`config.mk`:
```
export PLATFORM = sky130hd
export DESIGN_NAME = sha1_byte_stream_hasher
export DESIGN_NICKNAME = d
export VERILOG_FILES = /design/src/rtl/sha1bsh_pkg.sv /design/src/rtl/sha1bsh_dp.sv /design/src/rtl/sha1bsh_ctrl.sv /design/src/rtl/sha1_byte_stream_hasher.sv
export SDC_FILE = /design/constraint.sdc
export NUM_CORES = 2
export LEC_CHECK = 0
export BUFFER_PORTS_ARGS = -buffer_cell sky130_fd_sc_hd__buf_2
export CORE_ASPECT_RATIO = 0.9
export CORE_MARGIN = 3
export CORE_UTILIZATION = 35
export CTS_CLUSTER_SIZE = 8
export DETAILED_ROUTE_END_ITERATION = 10
export PLACE_DENSITY = 0.55
export SYNTH_ARGS = -nofsm -noshare
export SYNTH_HDL_FRONTEND = slang
export SYNTH_SLANG_ARGS = --single-unit
```
`constraint.sdc`:
```
create_clock -name clock -period 20.9 [get_ports clock]
set_input_delay 2.09 -clock clock [delete_from_list [all_inputs] [get_ports clock]]
set_output_delay 2.09 -clock clock [all_outputs]
set_load 0.01 [all_outputs]
```
`src/rtl/sha1bsh_pkg.sv`:
```
// shared types, constants and round functions of the sha-1 byte stream hasher
package sha1bsh_pkg;

   localparam int unsigned BLOCK_WORDS = 16;
   localparam int unsigned CHAIN_WORDS = 5;
   localparam logic [6:0]  ROUND_ACC   = 7'd80;
   localparam logic [2:0]  LAST_INDEX  = 3'd4;
   localparam logic [7:0]  PAD_BYTE    = 8'h80;
   localparam logic [63:0] BYTE_BITS   = 64'd8;

   localparam logic [31:0] IV_0 = 32'h67452301;
   localparam logic [31:0] IV_1 = 32'hEFCDAB89;
   localparam logic [31:0] IV_2 = 32'h98BADCFE;
   localparam logic [31:0] IV_3 = 32'h10325476;
   localparam logic [31:0] IV_4 = 32'hC3D2E1F0;

   localparam logic [31:0] K_0 = 32'h5A827999;
   localparam logic [31:0] K_1 = 32'h6ED9EBA1;
   localparam logic [31:0] K_2 = 32'h8F1BBCDC;
   localparam logic [31:0] K_3 = 32'hCA62C1D6;

   typedef struct packed {
      logic [7:0] data_byte;
      logic       byte_valid;
      logic       message_end;
   } req_type;

   typedef struct packed {
      logic [31:0] digest_word;
      logic [2:0]  word_index;
      logic        last_word;
   } rsp_type;

   typedef struct packed {
      logic       load_byte;
      logic       start;
      logic       round_en;
      logic       accum;
      logic [6:0] round;
      logic       pad;
      logic       zero;
      logic       put_len;
      logic       finish;
      logic [2:0] out_idx;
   } dp_cmd_type;

   typedef struct packed {
      logic pos_last;
      logic pos_high;
   } dp_status_type;

   function automatic logic [31:0] round_k(input logic [6:0] r);
      logic [31:0] k;
      priority if (r < 7'd20) begin
         k = K_0;
      end else if (r < 7'd40) begin
         k = K_1;
      end else if (r < 7'd60) begin
         k = K_2;
      end else begin
         k = K_3;
      end
      return k;
   endfunction

   function automatic logic [31:0] round_f(input logic [6:0] r, input logic [31:0] b,
                                           input logic [31:0] c, input logic [31:0] d);
      logic [31:0] f;
      priority if (r < 7'd20) begin
         f = (b & c) | (~b & d);
      end else if (r < 7'd40) begin
         f = b ^ c ^ d;
      end else if (r < 7'd60) begin
         f = (b & c) | (b & d) | (c & d);
      end else begin
         f = b ^ c ^ d;
      end
      return f;
   endfunction

endpackage

```
`src/rtl/sha1bsh_dp.sv`:
```
// datapath: block buffer, message schedule, round logic, chaining value and bit count
module sha1bsh_dp
   import sha1bsh_pkg::*;
(
   input  logic          clock,
   input  logic          reset,
   input  dp_cmd_type    cmd,
   input  logic [7:0]    data_byte,
   output dp_status_type status,
   output logic [31:0]   digest_word
);

   logic [31:0] block_ff [BLOCK_WORDS];
   logic [31:0] block_in [BLOCK_WORDS];
   logic [31:0] win_ff   [BLOCK_WORDS];
   logic [31:0] win_in   [BLOCK_WORDS];
   logic [31:0] wv_ff    [CHAIN_WORDS];
   logic [31:0] wv_in    [CHAIN_WORDS];
   logic [31:0] chain_ff [CHAIN_WORDS];
   logic [31:0] chain_in [CHAIN_WORDS];
   logic [5:0]  pos_ff;
   logic [5:0]  pos_in;
   logic [63:0] count_ff;
   logic [63:0] count_in;

   logic [31:0] temp;
   logic [31:0] sched_next;
   logic [31:0] sched_mix;

   assign status.pos_last = (pos_ff == 6'd63);
   assign status.pos_high = (pos_ff >= 6'd56);

   // byte loading, padding, block clearing and length words
   always_comb begin
      block_in = block_ff;
      for (int j = 0; j < 16; j++) begin
         for (int b = 0; b < 4; b++) begin
            if (cmd.load_byte && (6'(4 * j + b) == pos_ff)) begin
               block_in[j][31 - 8 * b -: 8] = data_byte;
            end
            if (cmd.pad) begin
               if (6'(4 * j + b) == pos_ff) begin
                  block_in[j][31 - 8 * b -: 8] = PAD_BYTE;
               end else if (6'(4 * j + b) > pos_ff) begin
                  block_in[j][31 - 8 * b -: 8] = 8'h00;
               end
            end
            if (cmd.zero) begin
               block_in[j][31 - 8 * b -: 8] = 8'h00;
            end
         end
      end
      if (cmd.put_len) begin
         block_in[14] = count_ff[63:32];
         block_in[15] = count_ff[31:0];
      end
   end

   // window holds w[r] .. w[r+15] at round r
   assign sched_mix  = win_ff[13] ^ win_ff[8] ^ win_ff[2] ^ win_ff[0];
   assign sched_next = {sched_mix[30:0], sched_mix[31]};

   assign temp = {wv_ff[0][26:0], wv_ff[0][31:27]}
               + round_f(cmd.round, wv_ff[1], wv_ff[2], wv_ff[3])
               + wv_ff[4] + round_k(cmd.round) + win_ff[0];

   always_comb begin
      win_in   = win_ff;
      wv_in    = wv_ff;
      chain_in = chain_ff;
      pos_in   = pos_ff;
      count_in = count_ff;
      if (cmd.start) begin
         win_in = block_in;
         wv_in  = chain_ff;
      end else if (cmd.round_en) begin
         for (int i = 0; i < 15; i++) begin
            win_in[i] = win_ff[i + 1];
         end
         win_in[15] = sched_next;
         wv_in[0] = temp;
         wv_in[1] = wv_ff[0];
         wv_in[2] = {wv_ff[1][1:0], wv_ff[1][31:2]};
         wv_in[3] = wv_ff[2];
         wv_in[4] = wv_ff[3];
      end
      if (cmd.accum) begin
         for (int i = 0; i < 5; i++) begin
            chain_in[i] = chain_ff[i] + wv_ff[i];
         end
      end
      if (cmd.load_byte) begin
         pos_in   = pos_ff + 6'd1;
         count_in = count_ff + BYTE_BITS;
      end
      if (cmd.finish) begin
         chain_in[0] = IV_0;
         chain_in[1] = IV_1;
         chain_in[2] = IV_2;
         chain_in[3] = IV_3;
         chain_in[4] = IV_4;
         pos_in      = 6'd0;
         count_in    = 64'd0;
      end
   end

   always_comb begin
      unique case (cmd.out_idx)
         3'd0:    digest_word = chain_ff[0];
         3'd1:    digest_word = chain_ff[1];
         3'd2:    digest_word = chain_ff[2];
         3'd3:    digest_word = chain_ff[3];
         3'd4:    digest_word = chain_ff[4];
         default: digest_word = 32'd0;
      endcase
   end

   always_ff @(posedge clock) begin
      block_ff <= block_in;
      win_ff   <= win_in;
      wv_ff    <= wv_in;
   end

   always_ff @(posedge clock) begin
      if (reset) begin
         chain_ff[0] <= IV_0;
         chain_ff[1] <= IV_1;
         chain_ff[2] <= IV_2;
         chain_ff[3] <= IV_3;
         chain_ff[4] <= IV_4;
         pos_ff      <= 6'd0;
         count_ff    <= 64'd0;
      end else begin
         chain_ff <= chain_in;
         pos_ff   <= pos_in;
         count_ff <= count_in;
      end
   end

endmodule

```
`src/rtl/sha1bsh_ctrl.sv`:
```
// controller: item flow, finalization sequence, round counter and digest output
module sha1bsh_ctrl
   import sha1bsh_pkg::*;
(
   input  logic          clock,
   input  logic          reset,
   input  logic          req_valid,
   output logic          req_stall,
   input  logic          byte_valid,
   input  logic          message_end,
   output logic          rsp_valid,
   input  logic          rsp_stall,
   output logic [2:0]    word_index,
   output logic          last_word,
   input  dp_status_type status,
   output dp_cmd_type    cmd
);

   typedef enum logic [6:0] {
      ST_LOAD  = 7'b0000001,
      ST_PAD   = 7'b0000010,
      ST_COMP1 = 7'b0000100,
      ST_CLR   = 7'b0001000,
      ST_COMP2 = 7'b0010000,
      ST_WAIT  = 7'b0100000,
      ST_OUT   = 7'b1000000
   } state_type;

   state_type   state_ff, state_in;
   logic        busy_ff, busy_in;
   logic [6:0]  round_ff, round_in;
   logic [2:0]  idx_ff, idx_in;
   logic        req_acc;

   // a byte that completes a block needs the round engine free
   assign req_stall  = (state_ff != ST_LOAD) || (busy_ff && status.pos_last);
   assign req_acc    = req_valid && !req_stall;
   assign rsp_valid  = (state_ff == ST_OUT);
   assign word_index = idx_ff;
   assign last_word  = (idx_ff == LAST_INDEX);

   always_comb begin
      cmd          = '0;
      cmd.round    = round_ff;
      cmd.round_en = busy_ff && (round_ff != ROUND_ACC);
      cmd.accum    = busy_ff && (round_ff == ROUND_ACC);
      cmd.out_idx  = idx_ff;
      state_in     = state_ff;
      idx_in       = idx_ff;
      unique case (state_ff)
         ST_LOAD: begin
            if (req_acc) begin
               cmd.load_byte = byte_valid;
               cmd.start     = byte_valid && status.pos_last;
               if (message_end) begin
                  state_in = ST_PAD;
               end
            end
         end
         ST_PAD: begin
            cmd.pad     = 1'b1;
            cmd.put_len = !status.pos_high;
            state_in    = ST_COMP1;
         end
         ST_COMP1: begin
            if (!busy_ff) begin
               cmd.start = 1'b1;
               state_in  = status.pos_high ? ST_CLR : ST_WAIT;
            end
         end
         ST_CLR: begin
            cmd.zero    = 1'b1;
            cmd.put_len = 1'b1;
            state_in    = ST_COMP2;
         end
         ST_COMP2: begin
            if (!busy_ff) begin
               cmd.start = 1'b1;
               state_in  = ST_WAIT;
            end
         end
         ST_WAIT: begin
            if (!busy_ff) begin
               state_in = ST_OUT;
            end
         end
         ST_OUT: begin
            if (!rsp_stall) begin
               if (idx_ff == LAST_INDEX) begin
                  cmd.finish = 1'b1;
                  idx_in     = 3'd0;
                  state_in   = ST_LOAD;
               end else begin
                  idx_in = idx_ff + 3'd1;
               end
            end
         end
         default: begin
            state_in = ST_LOAD;
         end
      endcase
   end

   // round counter: 80 rounds, then a fold into the chaining value
   always_comb begin
      busy_in  = busy_ff;
      round_in = round_ff;
      if (cmd.start) begin
         busy_in  = 1'b1;
         round_in = 7'd0;
      end else if (busy_ff) begin
         if (round_ff == ROUND_ACC) begin
            busy_in = 1'b0;
         end else begin
            round_in = round_ff + 7'd1;
         end
      end
   end

   always_ff @(posedge clock) begin
      if (reset) begin
         state_ff <= ST_LOAD;
         busy_ff  <= 1'b0;
         round_ff <= 7'd0;
         idx_ff   <= 3'd0;
      end else begin
         state_ff <= state_in;
         busy_ff  <= busy_in;
         round_ff <= round_in;
         idx_ff   <= idx_in;
      end
   end

   a_start_idle: assert property (@(posedge clock) disable iff (reset)
      cmd.start |-> !busy_ff)
      else $error("compression started while rounds still running");

   a_round_range: assert property (@(posedge clock) disable iff (reset)
      busy_ff |-> (round_ff <= ROUND_ACC))
      else $error("round counter past fold cycle");

   a_out_done: assert property (@(posedge clock) disable iff (reset)
      rsp_valid |-> !busy_ff)
      else $error("digest shown while compression busy");

   a_fold_ends: assert property (@(posedge clock) disable iff (reset)
      (busy_ff && (round_ff == ROUND_ACC) && !cmd.start) |=> !busy_ff)
      else $error("engine still busy after fold cycle");

   a_idx_idle: assert property (@(posedge clock) disable iff (reset)
      !rsp_valid |-> (idx_ff == 3'd0))
      else $error("digest word index moved outside output phase");

endmodule

```
`src/rtl/sha1_byte_stream_hasher.sv`:
```
// top level of the sha-1 byte stream hasher
//
//  channel | direction | handshake            | payload
//  req     | in        | req_valid/req_stall  | req_type: data_byte, byte_valid, message_end
//  rsp     | out       | rsp_valid/rsp_stall  | rsp_type: digest_word, word_index, last_word
//
// one item per cycle while loading; each block runs on the round engine
// (80 rounds, then a fold), overlapped with loading; a block-completing byte waits for it.
// message end: the block is padded and compressed, with a second padding block when the length
// does not fit, after any earlier block's compression; five items, held while rsp_stall is high.
// synchronous reset loads the initial vector and clears byte position and bit count.
module sha1_byte_stream_hasher
   import sha1bsh_pkg::*;
(
   input  logic    clock,
   input  logic    reset,
   input  logic    req_valid,
   output logic    req_stall,
   input  req_type req_data,
   output logic    rsp_valid,
   input  logic    rsp_stall,
   output rsp_type rsp_data
);

   dp_cmd_type    cmd;
   dp_status_type status;
   logic [31:0]   digest_word;
   logic [2:0]    word_index;
   logic          last_word;

   sha1bsh_ctrl u_ctrl (
      .clock       (clock),
      .reset       (reset),
      .req_valid   (req_valid),
      .req_stall   (req_stall),
      .byte_valid  (req_data.byte_valid),
      .message_end (req_data.message_end),
      .rsp_valid   (rsp_valid),
      .rsp_stall   (rsp_stall),
      .word_index  (word_index),
      .last_word   (last_word),
      .status      (status),
      .cmd         (cmd)
   );

   sha1bsh_dp u_dp (
      .clock       (clock),
      .reset       (reset),
      .cmd         (cmd),
      .data_byte   (req_data.data_byte),
      .status      (status),
      .digest_word (digest_word)
   );

   assign rsp_data.digest_word = digest_word;
   assign rsp_data.word_index  = word_index;
   assign rsp_data.last_word   = last_word;

endmodule

```
* Word-level counts from Yosys, hierarchy flattened *
Index checks and enable logic that the tools add are counted.

word-level totals
  bits in latches = 0
  memories = 0
  register bits after elaboration = 1432
  input port bits = 14
  output and inout bits = 38
  ROM bits = 0
  memory bits (writable) = 0
  logic and storage cells = 665

cells by class
  bitwise gates (word level) = 15
  order comparisons = 68
  $add $sub $neg = 13
  muxes and demuxes = 355
  eq/ne operators = 85
  multipliers = 0
  shift operators = 0
  reduce and logical (&&, ||, !) cells = 81
  divide/modulo/power cells = 0

operators with widths
  operator                                                              count
  8-bit two-way mux                                                     320
  512-bit two-way mux                                                   2
  160-bit two-way mux                                                   2
  32-bit adder                                                          9
  6-bit == test (first input constant)                                  32
  6-bit > comparator (first input constant)                             32
  32-bit two-way mux                                                    5
  32-bit case mux with 5 select lines                                   1
  32-bit XOR                                                            5
  32-bit AND                                                            4
  5-bit by 6-bit == test with 1-bit output (first input constant)       16
  5-bit by 6-bit > comparator with 1-bit output (first input constant)  16
  32-bit bitwise OR                                                     3
  1-bit logical AND                                                     69
  64-bit by 4-bit adder with 64-bit output (second input constant)      1
  64-bit two-way mux                                                    1
  7-bit two-way mux                                                     7
  7-bit case mux with 7 select lines                                    1
  4-bit by 6-bit == test with 1-bit output (first input constant)       8
  4-bit by 6-bit > comparator with 1-bit output (first input constant)  8
  32-bit NOT                                                            1
  31-bit two-way mux                                                    1
  3-bit by 6-bit == test with 1-bit output (first input constant)       4
  3-bit by 6-bit > comparator with 1-bit output (first input constant)  4
  39 further kinds                                                      65

* Depth between registers and ports, before layout *
  depth after elaboration = 15
  depth in mapped cells = 26
  mapped depth without buffers = 25

* By module *
A second synthesis with hierarchy kept.

unflattened totals
  cell total of the unflattened synthesis = 6971
  area total of the unflattened synthesis = 72305.6 um2

modules (own cells, without submodules)
  module                   times used  area each (um2)  cells each  seq. area each (um2)
  sha1bsh_dp               1           71173.3          6833        34973.5
  sha1bsh_ctrl             1           1124.8           137         360.3
  sha1_byte_stream_hasher  1           7.5              1           0.0

* Worst setup path before layout *
OpenSTA, ideal clock, no wires.

  path kind = input to register
  start point = in req_valid
  end point = reg u_dp.win_ff[0] (netlist bit) (enable)
  data arrival time = 14683 ps
  stages = 10
  buffers on the path = 5
  path slack = 1543 ps
  data required time = 16225 ps
  setup time = 4675 ps
  cells stage by stage = and4_1 > buf_4 > and2_1 > buf_2 > nand2_1 > and2_1 > buf_2 > clkbuf_1 > clkbuf_1 > nand2_1

on the way
  word-level cells in the longest chain between the ends = 4

RTL lines
  element                              line                           text
  from (decl)                          sha1_byte_stream_hasher.sv:17  input logic req_valid,
  1-bit logical AND                    sha1bsh_ctrl.sv:37             assign req_acc = req_valid && !req_stall;
  2-bit two-way mux                    sha1bsh_ctrl.sv:52             if (req_acc) begin
  1-bit case mux with 2 select lines   sha1bsh_ctrl.sv:50             unique case (state_ff)
  2-bit nonzero test (no source line)  -
  to (signal assigned)                 sha1bsh_dp.sv:120              win_ff <= win_in;
  to (decl)                            sha1bsh_dp.sv:15               logic [31:0] win_ff [BLOCK_WORDS];

No other way between the ends.
A chain may end at the register's enable or synchronous reset.

==> impl_metrics.toml <==
[cts]
ctsResizeCount = 0
cts_tree = "yes"
clk_path_buf_depth = 3
root_buffer = "clkbuf_16"
post_cts_buffers = 0
clk_pin_slew_ps = 60
clk-insertion-delay-late_ps = 850
hold_buffers = 0
cts-buffers-inserted = 197
cts_max_level = 4
clock_sinks = 1429

[detailed_routing]
drtIter0Drc = 6172
wl_per_cell_um = 22.28
first_pass_iters = 6
vias = 58330
drc_errors = 0
viasPerCell = 5.406
routed_wirelength_mm = 240.4
drtAntennaViolNets = 0

[synth]
yosys.area.top_type = "edfxtp_1"
netlist_area_um2 = 72260
ys.flop_type = "dfxtp_1"
syn_avg_cell_area_um2 = 9.049
yosysWarningCount = 0
synth_area_leaders = "edfxtp_1, dfxtp_1, nand2_1"
syn_nets = 8356
synth_common_cells = "nand2_1, dfxtp_1, nor2_1, edfxtp_1, a21oi_1"
syn-instance-count = 7986
yosysUniqueCellTypes = 89
ys_seq_elements = 1429
synth_edf_count = 672
synthArstFlopShare = 0
seq_area_frac_synth = 0.4890
synth.most_common_cell = "nand2_1"
netlist.area_leader.share = 0.2792

[sta]
rsz0062_at_grt = "no"
slew_viol_final = 0
max-slew-margin-rel = 0.06303
hold_viol = 0
fin_hold_ws_ps = 458.3
tightestPinTransition_ps = 1400
final.period_utilization = 0.3483
fmax_ghz = 0.1374
fin_setup_tns_ps = 0
setup_viol_count_final = 0
skew_ps = 43.32
period_needed_ps = 7279

[floorplan]
die_w_um = 485.0
die-area_um2 = 212000
die_h_um = 437.1
core-area_um2 = 204300
num_rows = 157
start_util = 0.3537
num_io_pins = 52

[worst_hold_path]
hold_class = "flop to flop"
min-delay-start = "u_dp.block_ff[202]"

[setup_path]
crit_top_cell = "fa_1"
cp-start-kind = "flop"
worst_ep_required_time_ps = 21430
crit_type = "flop to flop"
critical-path-max-stage-delay_ps = 600
regToRegSetupSlack_ps = 13620
cp_top_family = "compound AO/OA/AOI/OAI gates"
worstReg2RegStart = "u_ctrl.round_ff[4]"
crit_path_max_fanout = 35
path_buf_inv = 6
crit_arrival_ps = 7810
startpoint = "u_ctrl.round_ff[4]"
cp_slowest_cell = "a21oi_1"
critPathCaptureType = "flop"

[placed_design]
place.gp.congestion = 0.8959
port_buffers = 51
hpwl_mm = 161.0
dpl_cell_area_um2 = 75100

[global_route]
grt_usage = 0.2200
grt_pass1_vias = 55400
grt_max_degree = 210
grt-ovfl-total = 0
grt_pass1_wl_mm = 360.1
antenna_found_initial = 3

[power_and_ir_drop]
p_per_area_nw_per_um2 = 83.91
ir_drop_uv = 69.62
p_leak_nw = 32.31

[finish]
n_fill_cell = 20340
drive_above_1_share = 0.05652
nets = 8293
stdcell_area_um2 = 80930
syn_to_final_growth_pct = 12.00

[outcome]
status = "complete, no violations"

[flow_run]
drv_cap = 0
-- placed cells by master, fill, tap and decap left out, types with 24 or more instances in the layout --
cell | netlist | routed
and3_1 | 41 | 41
buf_4 | 5 | 80
nand2_1 | 2422 | 2418
a21oi_1 | 516 | 515
a222oi_1 | 32 | 32
dfxtp_1 | 757 | 757
clkbuf_16 | 0 | 198
ha_1 | 232 | 232
a22oi_1 | 54 | 54
o21a_1 | 35 | 35
a211oi_1 | 49 | 49
xnor2_1 | 201 | 201
buf_2 | 71 | 44
or3_1 | 24 | 24
o21ai_0 | 296 | 295
nor2_1 | 678 | 677
inv_1 | 218 | 218
nand4_1 | 29 | 29
and2_1 | 27 | 26
nand3_1 | 111 | 111
mux2i_1 | 275 | 275
nor3_1 | 63 | 62
mux2_2 | 48 | 48
xor2_1 | 104 | 104
nand2b_1 | 39 | 39
nor2b_1 | 66 | 65
clkbuf_1 | 291 | 146
o211ai_1 | 67 | 67
edfxtp_1 | 672 | 672
a31oi_1 | 25 | 25
fa_1 | 124 | 124
a21o_1 | 83 | 82
-- logic make-up after synthesis --
logic type	Yosys count	synth area share
muxes	323	0.04557
DFF	1429	0.4890
AOI/OAI and AO/OA	1371	0.1173
adders and majority gates	356	0.07452
xor gates and xnor gates	305	0.03697
and+or+nand+nor	3589	0.2032
buffers and inverters	613	0.03343
-- worst reg2reg max path, stage by stage, from the launching register on --
cell,delay [ps]
dfxtp_1,340
and3_1,220
a21oi_1,600
and2_1,280
clkinv_1,80
buf_4,290
nand2_1,140
buf_4,400
nor2_1,100
a211oi_1,300
fa_1,490
inv_1,100
fa_1,420
fa_1,550
inv_1,40
ha_1,210
inv_1,80
fa_1,210
nor2b_1,70
o31ai_1,430
a21oi_1,180
o211ai_1,310
a21oi_1,160
nor4_1,380
nor2_1,140
a31oi_1,220
xor2_1,180
o21ai_0,90
-- report_power, final --
| group | total (mW) | leakage (nW) | switching, mW | internal, mW |
|---|---|---|---|---|
| Combinational | 0.607 | 17.4 | 0.411 | 0.197 |
| Clock | 3.07 | 2.76 | 1.28 | 1.79 |
| Sequential | 3.11 | 12.2 | 0.0515 | 3.06 |
-- cell type report --
| class | instances | area, µm² | area share |
|---|---|---|---|
| antenna | 1 | 2.502 | 0.00003092 |
| clock buffer | 346 | 5530 | 0.06833 |
| clock inverter | 15 | 302.8 | 0.003741 |
| inverter | 220 | 825.8 | 0.01020 |
| multi-input combinational | 5944 | 34590 | 0.4274 |
| sequential | 1429 | 35330 | 0.4366 |
| tap | 2703 | 3382 | 0.04179 |
| timing repair buffer | 131 | 960.9 | 0.01187 |
-- sequential cells by signal (all words and copies together), names as in the netlist --
signal             count
u_dp.block_ff        512
u_dp.win_ff          512
u_dp.chain_ff        160
u_dp.wv_ff           160
u_dp.count_ff         61
u_ctrl.round_ff        7
u_ctrl.state_ff        7
u_dp.pos_ff            6
u_ctrl.word_index      3
u_ctrl.busy_ff         1
-- stage by stage --
stage / worst slack, ps / power (mW) / utilization / instances
6_report: 13620 / 6.791 / 0.3962 / 10790
4_1_cts: 13660 / 6.837 / 0.3961 / 10790
3_3_place_gp: 13640 / 3.752 / 0.3676 / 10430
3_5_place_dp: 13660 / 3.763 / 0.3676 / 10430
5_1_grt: 13100 / 7.040 / 0.3962 / 10790
2_1_floorplan: 1543 / 3.587 / - / 7986
-- final timing paths --
| check | cells past startpoint | endpoint |
|---|---|---|
| setup / recovery | 27 | u_dp.wv_ff[157] |
| hold / removal | 2 | u_dp.block_ff[202] |
| setup reg to reg | 27 | u_dp.wv_ff[157] |
| hold reg to reg | 2 | u_dp.block_ff[202] |
-- routing by layer --
| layer | up-vias | share of wire | GRT usage | wire length (µm) |
|---|---|---|---|---|
| met3 | 407 | 0.073 | 0.03317 | 17590 |
| met1 | 28440 | 0.46 | 0.3207 | 111100 |
| met2 | 2303 | 0.44 | 0.3370 | 105200 |
| li1 | 27180 | - | - | - |
| met4 | 0 | 0.027 | 0.06318 | 6455 |
| met5 | - | 0 | 0 | 0 |
Power figures use the tool's default switching activity.
